--- config.mk ---
export PLATFORM = sky130hd
export DESIGN_NAME = sum_checked_packet_deframer
export DESIGN_NICKNAME = d
export VERILOG_FILES = /design/src/design/scpd_pkg.sv /design/src/design/sum_checked_packet_deframer.sv /design/src/design/scpd_step.sv
export SDC_FILE = /design/constraint.sdc
export NUM_CORES = 1
export LEC_CHECK = 0
export BUFFER_PORTS_ARGS = -buffer_cell sky130_fd_sc_hd__buf_2
export CAP_MARGIN = 10
export CORE_MARGIN = 4
export CORE_UTILIZATION = 50
export DETAILED_ROUTE_END_ITERATION = 8
export PLACE_DENSITY = 0.72
export RECOVER_POWER = 50
export SYNTH_ARGS = -nofsm -noshare
export SYNTH_HDL_FRONTEND = slang
export SYNTH_SLANG_ARGS = --single-unit
--- constraint.sdc ---
create_clock -name clk -period 7.1 [get_ports clk]
set_input_delay 1.42 -clock clk [delete_from_list [all_inputs] [get_ports clk]]
set_output_delay 1.42 -clock clk [all_outputs]
set_load 0.05 [all_outputs]
--- src/design/scpd_pkg.sv ---
// types, codes and constants shared by the sum-checked packet deframer
package scpd_pkg;

    localparam logic OP_BYTE = 1'b0;
    localparam logic OP_TICK = 1'b1;

    localparam logic KIND_BYTE   = 1'b0;
    localparam logic KIND_STATUS = 1'b1;

    localparam logic [2:0] PH_SYNC1  = 3'd0;
    localparam logic [2:0] PH_SYNC2  = 3'd1;
    localparam logic [2:0] PH_HEADER = 3'd2;
    localparam logic [2:0] PH_BODY   = 3'd3;
    localparam logic [2:0] PH_CHECK  = 3'd4;

    localparam logic [2:0] ST_OK        = 3'd0;
    localparam logic [2:0] ST_SUM_ERR   = 3'd1;
    localparam logic [2:0] ST_TO_START  = 3'd2;
    localparam logic [2:0] ST_TO_HEADER = 3'd3;
    localparam logic [2:0] ST_TO_BODY   = 3'd4;
    localparam logic [2:0] ST_TO_CHECK  = 3'd5;

    localparam logic [1:0] REG_SYNC_FIRST  = 2'd0;
    localparam logic [1:0] REG_SYNC_SECOND = 2'd1;
    localparam logic [1:0] REG_TIMEOUT     = 2'd2;

    localparam logic [8:0]  HEADER_BYTES    = 9'd3;
    localparam logic [8:0]  LENGTH_POSITION = 9'd2;
    localparam logic [15:0] TICKS_MAX       = 16'hFFFF;

    typedef struct packed {
        logic [2:0]  phase;
        logic [15:0] elapsed;
        logic [8:0]  position;
        logic [7:0]  payload_len;
        logic [7:0]  running_sum;
    } ctx_t;

    typedef struct packed {
        logic       has_result;
        logic       kind;
        logic [7:0] data_byte;
        logic [8:0] byte_index;
        logic [2:0] status;
        logic [8:0] total_length;
    } result_t;

    localparam ctx_t CTX_HUNT = '{
        phase:       PH_SYNC1,
        elapsed:     16'd0,
        position:    9'd0,
        payload_len: 8'd0,
        running_sum: 8'd0
    };

endpackage

--- src/design/sum_checked_packet_deframer.sv ---
// sum-checked packet deframer top level: registers, handshakes and context
//
// channel | direction | handshake            | payload
// input   | in        | in_valid / in_ready   | op, rx_byte
// output  | out       | out_valid / out_ready | kind, data_byte, byte_index, status,
//         |           |                       | total_length
// config  | in        | cfg_we                | cfg_index, cfg_data
//
// one transaction per cycle in both directions while the output is not stalled; a
// result is registered: the input register feeds the result register through
// the per-byte compare, add and counter update
// reset clears the context to hunting the first sync byte and the config and valid registers to 0
// a stalled output holds its result while one more input transaction is held
module sum_checked_packet_deframer
(
    input  logic        clk,
    input  logic        rst_n,
    input  logic        in_valid,
    output logic        in_ready,
    input  logic        op,
    input  logic [7:0]  rx_byte,
    output logic        out_valid,
    input  logic        out_ready,
    output logic        kind,
    output logic [7:0]  data_byte,
    output logic [8:0]  byte_index,
    output logic [2:0]  status,
    output logic [8:0]  total_length,
    input  logic        cfg_we,
    input  logic [1:0]  cfg_index,
    input  logic [15:0] cfg_data
);
    import scpd_pkg::*;

    logic [7:0]  sync_first_reg;
    logic [7:0]  sync_second_reg;
    logic [15:0] timeout_reg;

    logic        hold_valid_reg;
    logic        hold_op_reg;
    logic [7:0]  hold_byte_reg;

    ctx_t        ctx_reg;
    ctx_t        ctx_next;
    result_t     res_next;
    result_t     out_reg;
    logic        out_valid_reg;
    logic        advance;

    assign advance   = hold_valid_reg && (!out_valid_reg || out_ready);
    assign in_ready  = !hold_valid_reg || advance;

    always_ff @(posedge clk or negedge rst_n)
    begin
        if (!rst_n)
        begin
            sync_first_reg  <= 8'd0;
            sync_second_reg <= 8'd0;
            timeout_reg     <= 16'd0;
        end
        else if (cfg_we)
        begin
            unique case (cfg_index)
                REG_SYNC_FIRST:  sync_first_reg  <= cfg_data[7:0];
                REG_SYNC_SECOND: sync_second_reg <= cfg_data[7:0];
                REG_TIMEOUT:     timeout_reg     <= cfg_data;
                default:
                begin
                end
            endcase
        end
    end

    always_ff @(posedge clk or negedge rst_n)
    begin
        if (!rst_n)
        begin
            hold_valid_reg <= 1'b0;
        end
        else if (in_ready)
        begin
            hold_valid_reg <= in_valid;
        end
    end

    always_ff @(posedge clk)
    begin
        if (in_ready && in_valid)
        begin
            hold_op_reg   <= op;
            hold_byte_reg <= rx_byte;
        end
    end

    scpd_step u_step
    (
        .ctx_cur       (ctx_reg),
        .op_in         (hold_op_reg),
        .byte_in       (hold_byte_reg),
        .sync_first    (sync_first_reg),
        .sync_second   (sync_second_reg),
        .timeout_ticks (timeout_reg),
        .ctx_next      (ctx_next),
        .res           (res_next)
    );

    always_ff @(posedge clk or negedge rst_n)
    begin
        if (!rst_n)
        begin
            ctx_reg       <= CTX_HUNT;
            out_valid_reg <= 1'b0;
        end
        else if (advance)
        begin
            ctx_reg       <= ctx_next;
            out_valid_reg <= res_next.has_result;
        end
        else if (out_ready)
        begin
            out_valid_reg <= 1'b0;
        end
    end

    always_ff @(posedge clk)
    begin
        if (advance)
        begin
            out_reg <= res_next;
        end
    end

    assign out_valid    = out_valid_reg;
    assign kind         = out_reg.kind;
    assign data_byte    = out_reg.data_byte;
    assign byte_index   = out_reg.byte_index;
    assign status       = out_reg.status;
    assign total_length = out_reg.total_length;

`ifndef SYNTH
    a_status_fields_clear: assert property (@(posedge clk) disable iff (!rst_n)
        out_valid_reg && out_reg.kind == KIND_STATUS
            |-> out_reg.data_byte == 8'd0 && out_reg.byte_index == 9'd0)
        else $error("status result carries byte fields");

    a_length_only_on_ok: assert property (@(posedge clk) disable iff (!rst_n)
        out_valid_reg && out_reg.total_length != 9'd0
            |-> out_reg.kind == KIND_STATUS && out_reg.status == ST_OK)
        else $error("total length on a non-ok result");

    a_status_returns_to_hunt: assert property (@(posedge clk) disable iff (!rst_n)
        advance && res_next.has_result && res_next.kind == KIND_STATUS
            |=> ctx_reg.phase == PH_SYNC1 && ctx_reg.position == 9'd0
                && ctx_reg.running_sum == 8'd0)
        else $error("context not cleared after status result");

    a_stall_only_when_held: assert property (@(posedge clk) disable iff (!rst_n)
        !in_ready |-> hold_valid_reg && out_valid_reg && !out_ready)
        else $error("input stalled without a held transaction");
`endif

endmodule

--- src/design/scpd_step.sv ---
// per-transaction deframing logic: next context and result from one input item
module scpd_step
(
    input  scpd_pkg::ctx_t    ctx_cur,
    input  logic              op_in,
    input  logic [7:0]        byte_in,
    input  logic [7:0]        sync_first,
    input  logic [7:0]        sync_second,
    input  logic [15:0]       timeout_ticks,
    output scpd_pkg::ctx_t    ctx_next,
    output scpd_pkg::result_t res
);
    import scpd_pkg::*;

    ctx_t       ctx;
    logic [8:0] pos_inc;
    logic [7:0] len_new;
    logic [7:0] sum_new;
    logic [2:0] tick_status;

    always_comb
    begin
        ctx = (ctx_cur.phase > PH_CHECK) ? CTX_HUNT : ctx_cur;
    end

    assign pos_inc = ctx.position + 9'd1;
    assign sum_new = ctx.running_sum + byte_in;
    assign len_new = (ctx.position == LENGTH_POSITION) ? byte_in : ctx.payload_len;

    always_comb
    begin
        case (ctx.phase)
            PH_HEADER: tick_status = ST_TO_HEADER;
            PH_BODY:   tick_status = ST_TO_BODY;
            PH_CHECK:  tick_status = ST_TO_CHECK;
            default:   tick_status = ST_TO_START;
        endcase
    end

    always_comb
    begin
        ctx_next = ctx;
        res      = '0;
        if (op_in == OP_TICK)
        begin
            if (timeout_ticks != 16'd0 && ctx.elapsed >= timeout_ticks)
            begin
                res.has_result = 1'b1;
                res.kind       = KIND_STATUS;
                res.status     = tick_status;
                ctx_next       = CTX_HUNT;
            end
            else if (ctx.elapsed != TICKS_MAX)
            begin
                ctx_next.elapsed = ctx.elapsed + 16'd1;
            end
        end
        else
        begin
            unique case (ctx.phase)
                PH_SYNC1:
                begin
                    if (byte_in == sync_first)
                    begin
                        ctx_next.phase = PH_SYNC2;
                    end
                end
                PH_SYNC2:
                begin
                    if (byte_in == sync_second)
                    begin
                        ctx_next       = CTX_HUNT;
                        ctx_next.phase = PH_HEADER;
                    end
                    else
                    begin
                        ctx_next.phase = PH_SYNC1;
                    end
                end
                PH_HEADER:
                begin
                    res.has_result       = 1'b1;
                    res.kind             = KIND_BYTE;
                    res.data_byte        = byte_in;
                    res.byte_index       = ctx.position;
                    ctx_next.running_sum = sum_new;
                    ctx_next.payload_len = len_new;
                    ctx_next.position    = pos_inc;
                    if (pos_inc >= HEADER_BYTES)
                    begin
                        ctx_next.phase   = (len_new == 8'd0) ? PH_CHECK : PH_BODY;
                        ctx_next.elapsed = 16'd0;
                    end
                end
                PH_BODY:
                begin
                    res.has_result       = 1'b1;
                    res.kind             = KIND_BYTE;
                    res.data_byte        = byte_in;
                    res.byte_index       = ctx.position;
                    ctx_next.running_sum = sum_new;
                    ctx_next.position    = pos_inc;
                    if (pos_inc >= HEADER_BYTES + {1'b0, ctx.payload_len})
                    begin
                        ctx_next.phase   = PH_CHECK;
                        ctx_next.elapsed = 16'd0;
                    end
                end
                PH_CHECK:
                begin
                    res.has_result = 1'b1;
                    res.kind       = KIND_STATUS;
                    if (byte_in != ctx.running_sum)
                    begin
                        res.status = ST_SUM_ERR;
                    end
                    else
                    begin
                        res.status       = ST_OK;
                        res.total_length = HEADER_BYTES + {1'b0, ctx.payload_len};
                    end
                    ctx_next = CTX_HUNT;
                end
                default:
                begin
                    ctx_next = CTX_HUNT;
                end
            endcase
        end
    end

endmodule
**After elaboration in Yosys (flattened, before gate mapping)**

Cells that the tools add are included.

- Register bits: 117
- Bits in latches: 0
- RAM bits: 0
- ROM bits: 0
- Input bits: 32
- Output and inout port bits: 32
- Word-level logic and storage cells: 85
- Memories kept: 0

- Add/subtract/negate cells: 4
- $mul: 0
- Divide/modulo/power cells: 0
- $lt $le $gt $ge: 4
- Equal/unequal tests: 11
- Shift operators: 0
- Muxes and demuxes: 28
- Bitwise gates (word level): 2
- Reductions and logical operators: 19

Operators with widths:

| kind | count |
|---|---|
| 25-bit one-hot mux with 4 select lines | 1 |
| 44-bit two-way mux | 2 |
| 8-bit one-hot mux with 3 select lines | 2 |
| 41-bit two-way mux | 1 |
| 19-bit two-way mux | 2 |
| 16-bit two-way mux | 2 |
| 25-bit two-way mux | 1 |
| 16-bit by 1-bit adder with 16-bit output, second input constant | 1 |
| 8-bit equality test | 2 |
| 16-bit greater-or-equal comparator | 1 |
| 16-bit inequality test, second input constant | 1 |
| 16-bit nonzero test | 1 |
| 3-bit two-way mux | 5 |
| 12-bit two-way mux | 1 |
| 3-bit one-hot mux with 4 select lines | 1 |
| 2-bit by 8-bit adder with 9-bit output, first input constant | 1 |
| 9-bit by 1-bit adder with 9-bit output, second input constant | 1 |
| 9-bit by 2-bit equality test with 1-bit output, second input constant | 1 |
| 9-bit by 2-bit greater-or-equal comparator with 1-bit output, second input constant | 1 |
| 9-bit greater-or-equal comparator | 1 |
| 9-bit two-way mux | 1 |
| 3-bit one-hot mux with 3 select lines | 1 |
| 8-bit adder | 1 |
| 8-bit logical NOT | 1 |
| other kinds (21) | 35 |

**Logic depth before layout (Yosys ltp)**

Gate-level depths: netlist of run 1.

- Depth after elaboration: 9
- Depth in mapped cells: 19
- Depth with buffers taken out: 15

**Cells and area by module**

From an unflattened synthesis of run 1, not the netlist that was laid out.

- Cell total of the unflattened synthesis: 712
- Area total of the unflattened synthesis: 7221.9 um2

By module, submodules not included:

| module | instances | cells each | area each (um2) | seq. area each (um2) |
|---|---|---|---|---|
| sum_checked_packet_deframer | 1 | 209 | 4113.9 | 3123.0 |
| scpd_step | 1 | 503 | 3108.0 | 0.0 |

**Worst setup path before layout of run 1**

OpenSTA, ideal clock, no wires.

- Path type: register to register
- From: reg ctx_reg[41] in the netlist's numbering
- To: reg ctx_reg[37] in the netlist's numbering
- Setup time: 0.135 ns
- Arrival time: 3.775 ns
- Required time: 6.965 ns
- Slack: 3.190 ns
- Cell stages (with the launch flop): 20
- Buffers on the path: 5
- Clock period less this slack: 3.910 ns
- Cells stage by stage: dfrtp_1 -> o21ai_2 -> buf_2 -> clkbuf_1 -> clkbuf_1 -> and2_1 -> ha_1 -> buf_2 -> nand2_1 -> or3_1 -> a21oi_1 -> ha_1 -> nand4_1 -> nor3_1 -> o22ai_1 -> o2bb2ai_2 -> o2bb2ai_2 -> buf_6 -> nor4_2 -> a211oi_2

RTL lines:

| element | line | text |
|---|---|---|
| start, declared | sum_checked_packet_deframer.sv:43 | `ctx_t ctx_reg;` |
| start signal, assigned | sum_checked_packet_deframer.sv:116 | `ctx_reg <= ctx_next;` |

==> metrics.cfg, run 1 <==
[min_path]
hold_path_depth = 2
hold_class = flop to flop

[critical_path]
path_max_fanout = 33
crit_slowest_cell = dfrtp_1
cp-start-kind = flop
cp_cell_sequence = o21ai_2 > buf_4 > nand2_1 > inv_1 > ha_1 > nand2_1 > or3_1 > a21oi_1 > ha_1 > o21ai_0 > o21ai_0 > o22ai_1 > o2bb2ai_2 > o2bb2ai_2 > a21oi_1 > o21ai_0
cp_data_arrival_time_ps = 5560
reg2reg_setup_slack_ps = 1860
cpPeakStageDelay_ps = 730
cp-end-kind = flop
worst-setup-path-type = flop to flop
worstPathRequired_ps = 7420
cpMostUsedCell = o21ai_0
reg2reg_depth = 16

[synthesis]
synth_cell_types = 65
synthCells = 651
synth_edf_count = 39
synth-async-reset-ratio = 0.667
synth.most_common_cell = dfrtp_1
avgSynthCellArea_um2 = 10.3
synth_compound_area_frac = 0.141
synth_top_family_by_area = simple AND/OR/NAND/NOR gates
yosys_most_used_dff = dfrtp_1
yosysSeqAreaShare = 0.468
yosysTopAreaCellShare = 0.292
ys_ff_latch = 117
synthAdderAreaFrac = 0.0705
ys_warn_count = 0
synth_area_leaders = dfrtp_1 29%, edfxtp_1 18%, ha_1 6.7%
synth-simple-area-share = 0.182
synth_nets = 720
synth_xor_xnor_area_share = 0.0433
muxShareOfSynthArea = 0.0594
netlist_area_um2 = 6680
synth_largest_area_cell = dfrtp_1
synth.top_cells.by_count = 78 x dfrtp_1, 57 x nand2_1, 44 x nor2_1, 39 x edfxtp_1, 38 x o21ai_0

[grt]
grt_pass1_vias = 5486
grt_usage = 0.236
grt_max_degree = 79
grt_pass1_wl_um = 27600
antenna_found_initial = 0
grt_overflow_total = 0

[place]
placed_cells = 864
portBuffers = 63
dp_hpwl_um = 11600
gp_congestion = 0.979

[clock_network]
clk_latency_ps = 420
clock-sinks = 117
htreeDepth = 4
clk_path_buf_depth = 2
post_cts_buffers = 0
cts_hold_buffers = 0
cts_tree = yes
cts_resized = 0
cts_buffers = 17
clkTransAtPathRegs_ps = 50
cts_root_buf = clkbuf_16

[timing]
finalSetupViolCount = 0
fin_setup_tns_ps = 0
slew-limit-headroom = -1.88
tightest_slew_ps = 4320
report.final.slew_viol_count = 79
max_freq_mhz = 191
final_hold_viol_count = 0
post-route-min-period_ps = 5240
skew_ps = 10.3
rsz0062_at_grt = false
period_share = 0.738

[die]
die_w_um = 124
start_util = 0.521
die_h_um = 124
core_area_um2 = 12800
row_count = 41
dieArea_um2 = 15300
ios = 64

[routing]
wl_per_cell_um = 18.7
post-route-drc-count = 0
vias_per_cell = 6.09
first_iter_violations = 467
drt-pass1-iter-count = 6
routed_wl_um = 16800
ant_nets = 0
route.vias.total = 5464

[pwr]
power_leakage_nw = 3.46
power_mw = 2.37
power_density_nw_per_um2 = 307
vdd_drop_max_mv = 0.210

[outcome]
violations = capacitance limit, slew limit
status = finished, violations left

[finish]
stdcell_count = 897
largest_register_ffs = 44
fin_nets = 781
n_antenna_cell = 0
syn_to_final_growth_pct = 15.7
drive_above_1_share = 0.192
n_fill_cell = 1085

[flow_run]
max_cap_viol_count = 1

## report_power, final
part	leakage (nW)	total [mW]	internal, mW	switching [mW]
registers	1.38	0.906	0.813	0.0929
logic	1.77	0.607	0.223	0.384
clock network	0.303	0.857	0.557	0.299
## worst max-delay path: cells and delay by family (launching register included)
kind / cells / cell delay (ps)
AOI/OAI and AO/OA: 9 / 2530
DFF: 1 / 730
and+or+nand+nor: 3 / 720
adders and majority gates: 2 / 630
buffers and inverters: 2 / 530
## logic make-up (layout without fill, tap and decap cells)
family,count (synthesis),in the layout
compound gates,138,138
xor+xnor,33,33
fa+ha+maj,37,37
buf+inv,58,132
flops,117,117
mux,35,35
simple gates,233,233
## area by class of cell
class / instances / area [um^2] / share of cell area
inverter: 32 / 120 / 0.0155
clock inverter: 7 / 63.8 / 0.00826
clock buffer: 25 / 538 / 0.0696
multi-input combinational: 476 / 3310 / 0.429
timing repair buffer: 68 / 353 / 0.0457
tap: 172 / 215 / 0.0279
sequential: 117 / 3120 / 0.404
## per-layer routing
metal	routed length, um	global-route usage	up-vias
met3	1340	0.0517	54
met2	7980	0.382	265
met5	0	0	-
li1	-	-	2503
met4	612	0.111	0
met1	6860	0.302	2642
## stage by stage
step | hold WS (ps) | worst slack [ps] | utilization | instance area [um^2]
floorplan | 442 | 3190 | - | 6680
global placement | 460 | 2450 | 0.555 | 7120
detailed placement | 468 | 2130 | 0.555 | 7120
CTS | 478 | 2040 | 0.602 | 7720
global route | 519 | 1270 | 0.602 | 7730
finish | 479 | 1860 | 0.602 | 7730
## final timing paths
check | endpoint | start
worst max-delay path | ctx_reg[35]$_DFFE_PN0P_ | ctx_reg[42]$_DFFE_PN0P_
worst min-delay path | ctx_reg[5]$_DFFE_PN0P_ | ctx_reg[5]$_DFFE_PN0P_
worst max register to register | ctx_reg[35]$_DFFE_PN0P_ | ctx_reg[42]$_DFFE_PN0P_
worst min register to register | ctx_reg[5]$_DFFE_PN0P_ | ctx_reg[5]$_DFFE_PN0P_
max in group asynchronous | timeout_reg[13]$_DFFE_PN0P_ | rst_n
min in group asynchronous | ctx_reg[39]$_DFFE_PN0P_ | rst_n
## layout by cell type (no fill, tap or decap), types with 6 or more instances in the layout
cell | netlist | routed
ha_1 | 36 | 36
nand2b_1 | 7 | 7
nand4_1 | 10 | 10
edfxtp_1 | 39 | 39
clkbuf_16 | 0 | 19
xor2_1 | 20 | 20
o21ai_0 | 38 | 38
a21o_1 | 9 | 9
dfrtp_1 | 78 | 78
xnor2_1 | 13 | 13
buf_2 | 9 | 60
nor2_1 | 44 | 44
mux2_2 | 33 | 33
nor3_1 | 18 | 18
nand2_1 | 57 | 57
o21a_1 | 6 | 6
nand3_1 | 11 | 11
a22o_1 | 15 | 15
a21oi_1 | 22 | 22
inv_1 | 32 | 32
and2_1 | 20 | 19
nor4_1 | 17 | 17
and3_1 | 22 | 22
No activity file was read; power rests on OpenSTA's default activity.
==> run 2, diff against run 1 <==
Settings changed: PLACE_DENSITY 0.72 to 0.75.
Clock period 7.1 ns to 4.5 ns, I/O delays scaled along.
==> metrics.cfg, run 2 (synthesized netlist as in run 1, its figures left out) <==
[outcome]
status = finished, violations left  ; unchanged
violations = capacitance limit, slew limit  ; unchanged

[timing]
report.final.slew_viol_count = 79  ; unchanged
skew_ps = 10.5  ; was 10.3 ps
period_share = 0.887  ; was 0.738
post-route-min-period_ps = 3990  ; was 5240 ps
slew-limit-headroom = -0.343  ; was -1.88
finalSetupViolCount = 0  ; unchanged
fin_ws_ps = 510  ; was 1860 ps
max_freq_mhz = 251  ; was 191 MHz
final_hold_viol_count = 0  ; unchanged
rsz0062_at_grt = false  ; unchanged
tightest_slew_ps = 2020  ; was 4320 ps
fin_setup_tns_ps = 0  ; unchanged

[clock_network]
cts_hold_buffers = 0  ; unchanged
cts_resized = 0  ; unchanged
clock-sinks = 117  ; unchanged
clkTransAtPathRegs_ps = 50  ; about the same
cts_buffers = 17  ; unchanged
cts_tree = yes  ; unchanged
htreeDepth = 4  ; unchanged
clk_latency_ps = 430  ; was 420 ps
post_cts_buffers = 0  ; unchanged
clk_path_buf_depth = 2  ; unchanged
cts_root_buf = clkbuf_16  ; unchanged

[pwr]
combPwrFrac = 0.260  ; was 0.256
p_seq_frac = 0.382  ; about the same
power_leakage_nw = 3.47  ; was 3.46 nW
power_density_nw_per_um2 = 482  ; was 307 nW/um^2
p_clk_frac = 0.358  ; was 0.362
swShare = 0.325  ; was 0.328
p_int_mw = 2.52  ; was 1.59 mW
vdd_drop_max_mv = 0.343  ; was 0.210 mV
power_switching_mw = 1.21  ; was 776 uW
power_mw = 3.73  ; was 2.37 mW

[die]
ios = 64  ; unchanged
start_util = 0.521  ; unchanged
dieArea_um2 = 15300  ; unchanged
core_area_um2 = 12800  ; unchanged
die_w_um = 124  ; unchanged
row_count = 41  ; unchanged
die_h_um = 124  ; unchanged

[routing]
route.vias.total = 5373  ; was 5464
drt-pass1-iter-count = 5  ; was 6
first_iter_violations = 405  ; was 467
routed_wl_um = 16900  ; was 16800 um
ant_nets = 0  ; unchanged
wl_per_cell_um = 18.7  ; about the same
vias_per_cell = 5.94  ; was 6.09
post-route-drc-count = 0  ; unchanged

[grt]
use_met1 = 0.312  ; was 0.302
grt_pass1_wl_um = 27400  ; was 27600 um
grt_max_degree = 79  ; unchanged
grt-busiest-layer = met2  ; unchanged
grt_overflow_total = 0  ; unchanged
grt_util_met3 = 0.0677  ; was 0.0517
antenna_found_initial = 0  ; unchanged
grt_pass1_vias = 5350  ; was 5486
grt_usage = 0.239  ; was 0.236
met2_usage = 0.375  ; was 0.382

[flow_run]
max_cap_viol_count = 1  ; unchanged

[place]
placed_cells = 872  ; was 864
pre_cts_slack_ps = 679  ; was 2130 ps
portBuffers = 63  ; unchanged
place_area_um2 = 7180  ; was 7120 um^2
gp_congestion = 0.982  ; was 0.979
dp_hpwl_um = 12100  ; was 11600 um

[finish]
n_antenna_cell = 0  ; unchanged
most-common-layout-cells = 78 x dfrtp_1, 59 x buf_2, 57 x nand2_1, 44 x nor2_1, 39 x edfxtp_1  ; was 78 x dfrtp_1, 60 x buf_2, 57 x nand2_1, 44 x nor2_1, 39 x edfxtp_1
fin_nets = 789  ; was 781
largest_register_ffs = 44  ; unchanged
drive_above_1_share = 0.190  ; was 0.192
design_area_um2 = 7760  ; was 7730 um^2
multiInputGateArea_um2 = 3310  ; unchanged
area.sequential_um2 = 3120  ; unchanged
stdcell_count = 905  ; was 897
final_common_cell = dfrtp_1  ; unchanged
n_fill_cell = 1087  ; was 1085
syn_to_final_growth_pct = 16.2  ; was 15.7%

[critical_path]
cp-start-kind = flop  ; unchanged
worst-setup-path-type = flop to flop  ; unchanged
worstPathRequired_ps = 4840  ; was 7420 ps
cp-end-kind = flop  ; unchanged
path_max_fanout = 32  ; was 33
cp_data_arrival_time_ps = 4330  ; was 5560 ps

[min_path]
hold_class = flop to flop  ; unchanged

-- run 2: path summary, 6_finish.rpt --
check / start / end / slack [ps] / cells past startpoint
hold / removal: ctx_reg[2]$_DFFE_PN0P_ / ctx_reg[2]$_DFFE_PN0P_ / 470 / 2
min in group asynchronous: rst_n / ctx_reg[29]$_DFFE_PN0P_ / 1030 / 1
setup / recovery: ctx_reg[42]$_DFFE_PN0P_ / ctx_reg[37]$_DFFE_PN0P_ / 510 / 12
hold reg to reg: ctx_reg[2]$_DFFE_PN0P_ / ctx_reg[2]$_DFFE_PN0P_ / 470 / 2
max in group asynchronous: rst_n / ctx_reg[22]$_DFFE_PN0P_ / 2260 / 1
setup reg to reg: ctx_reg[42]$_DFFE_PN0P_ / ctx_reg[37]$_DFFE_PN0P_ / 510 / 12
-- run 2: per-stage QoR --
| stage | hold slack, ps | util |
|---|---|---|
| 6_report | 472 | 0.605 |
| 5_1_grt | 491 | 0.605 |
| 4_1_cts | 475 | 0.606 |
| 3_5_place_dp | 463 | 0.560 |
| 3_3_place_gp | 457 | 0.560 |
| 2_1_floorplan | 442 | - |
-- run 2: routing by layer --
metal  routed length, um  vias up
li1                    -     2523
met1                7380     2594
met2                7900      220
met3                1170       36
met4                 440        0
met5                   0        -
-- run 2: cell type report --
| cell class | count | area share |
|---|---|---|
| sequential | 117 | 0.403 |
| multi-input combinational | 476 | 0.427 |
| timing repair buffer | 76 | 0.0513 |
| clock buffer | 28 | 0.0666 |
| tap | 172 | 0.0277 |
| clock inverter | 4 | 0.00903 |
| inverter | 32 | 0.0155 |
-- run 2: power groups by stage --
stage                     clock network (mW)  logic [mW]  registers, mW
final                                   1.34       0.972           1.43
after global routing                    1.41        1.07           1.45
after CTS                               1.35       0.970           1.42
after detailed placement                   0       0.965           1.44
after global placement                     0       0.922           1.43
after floorplan                            0       0.586           1.53
-- run 2: critical path: stages, from the launching register on --
cell and delay [ps]:
dfrtp_1 350, buf_4 300, o21a_1 440, nor2_1 170
ha_1 340, o211ai_1 110, a21oi_1 70, o41ai_1 440
a311o_1 270, nand2_1 310, nor2_1 650, a311oi_1 220
a211oi_2 230
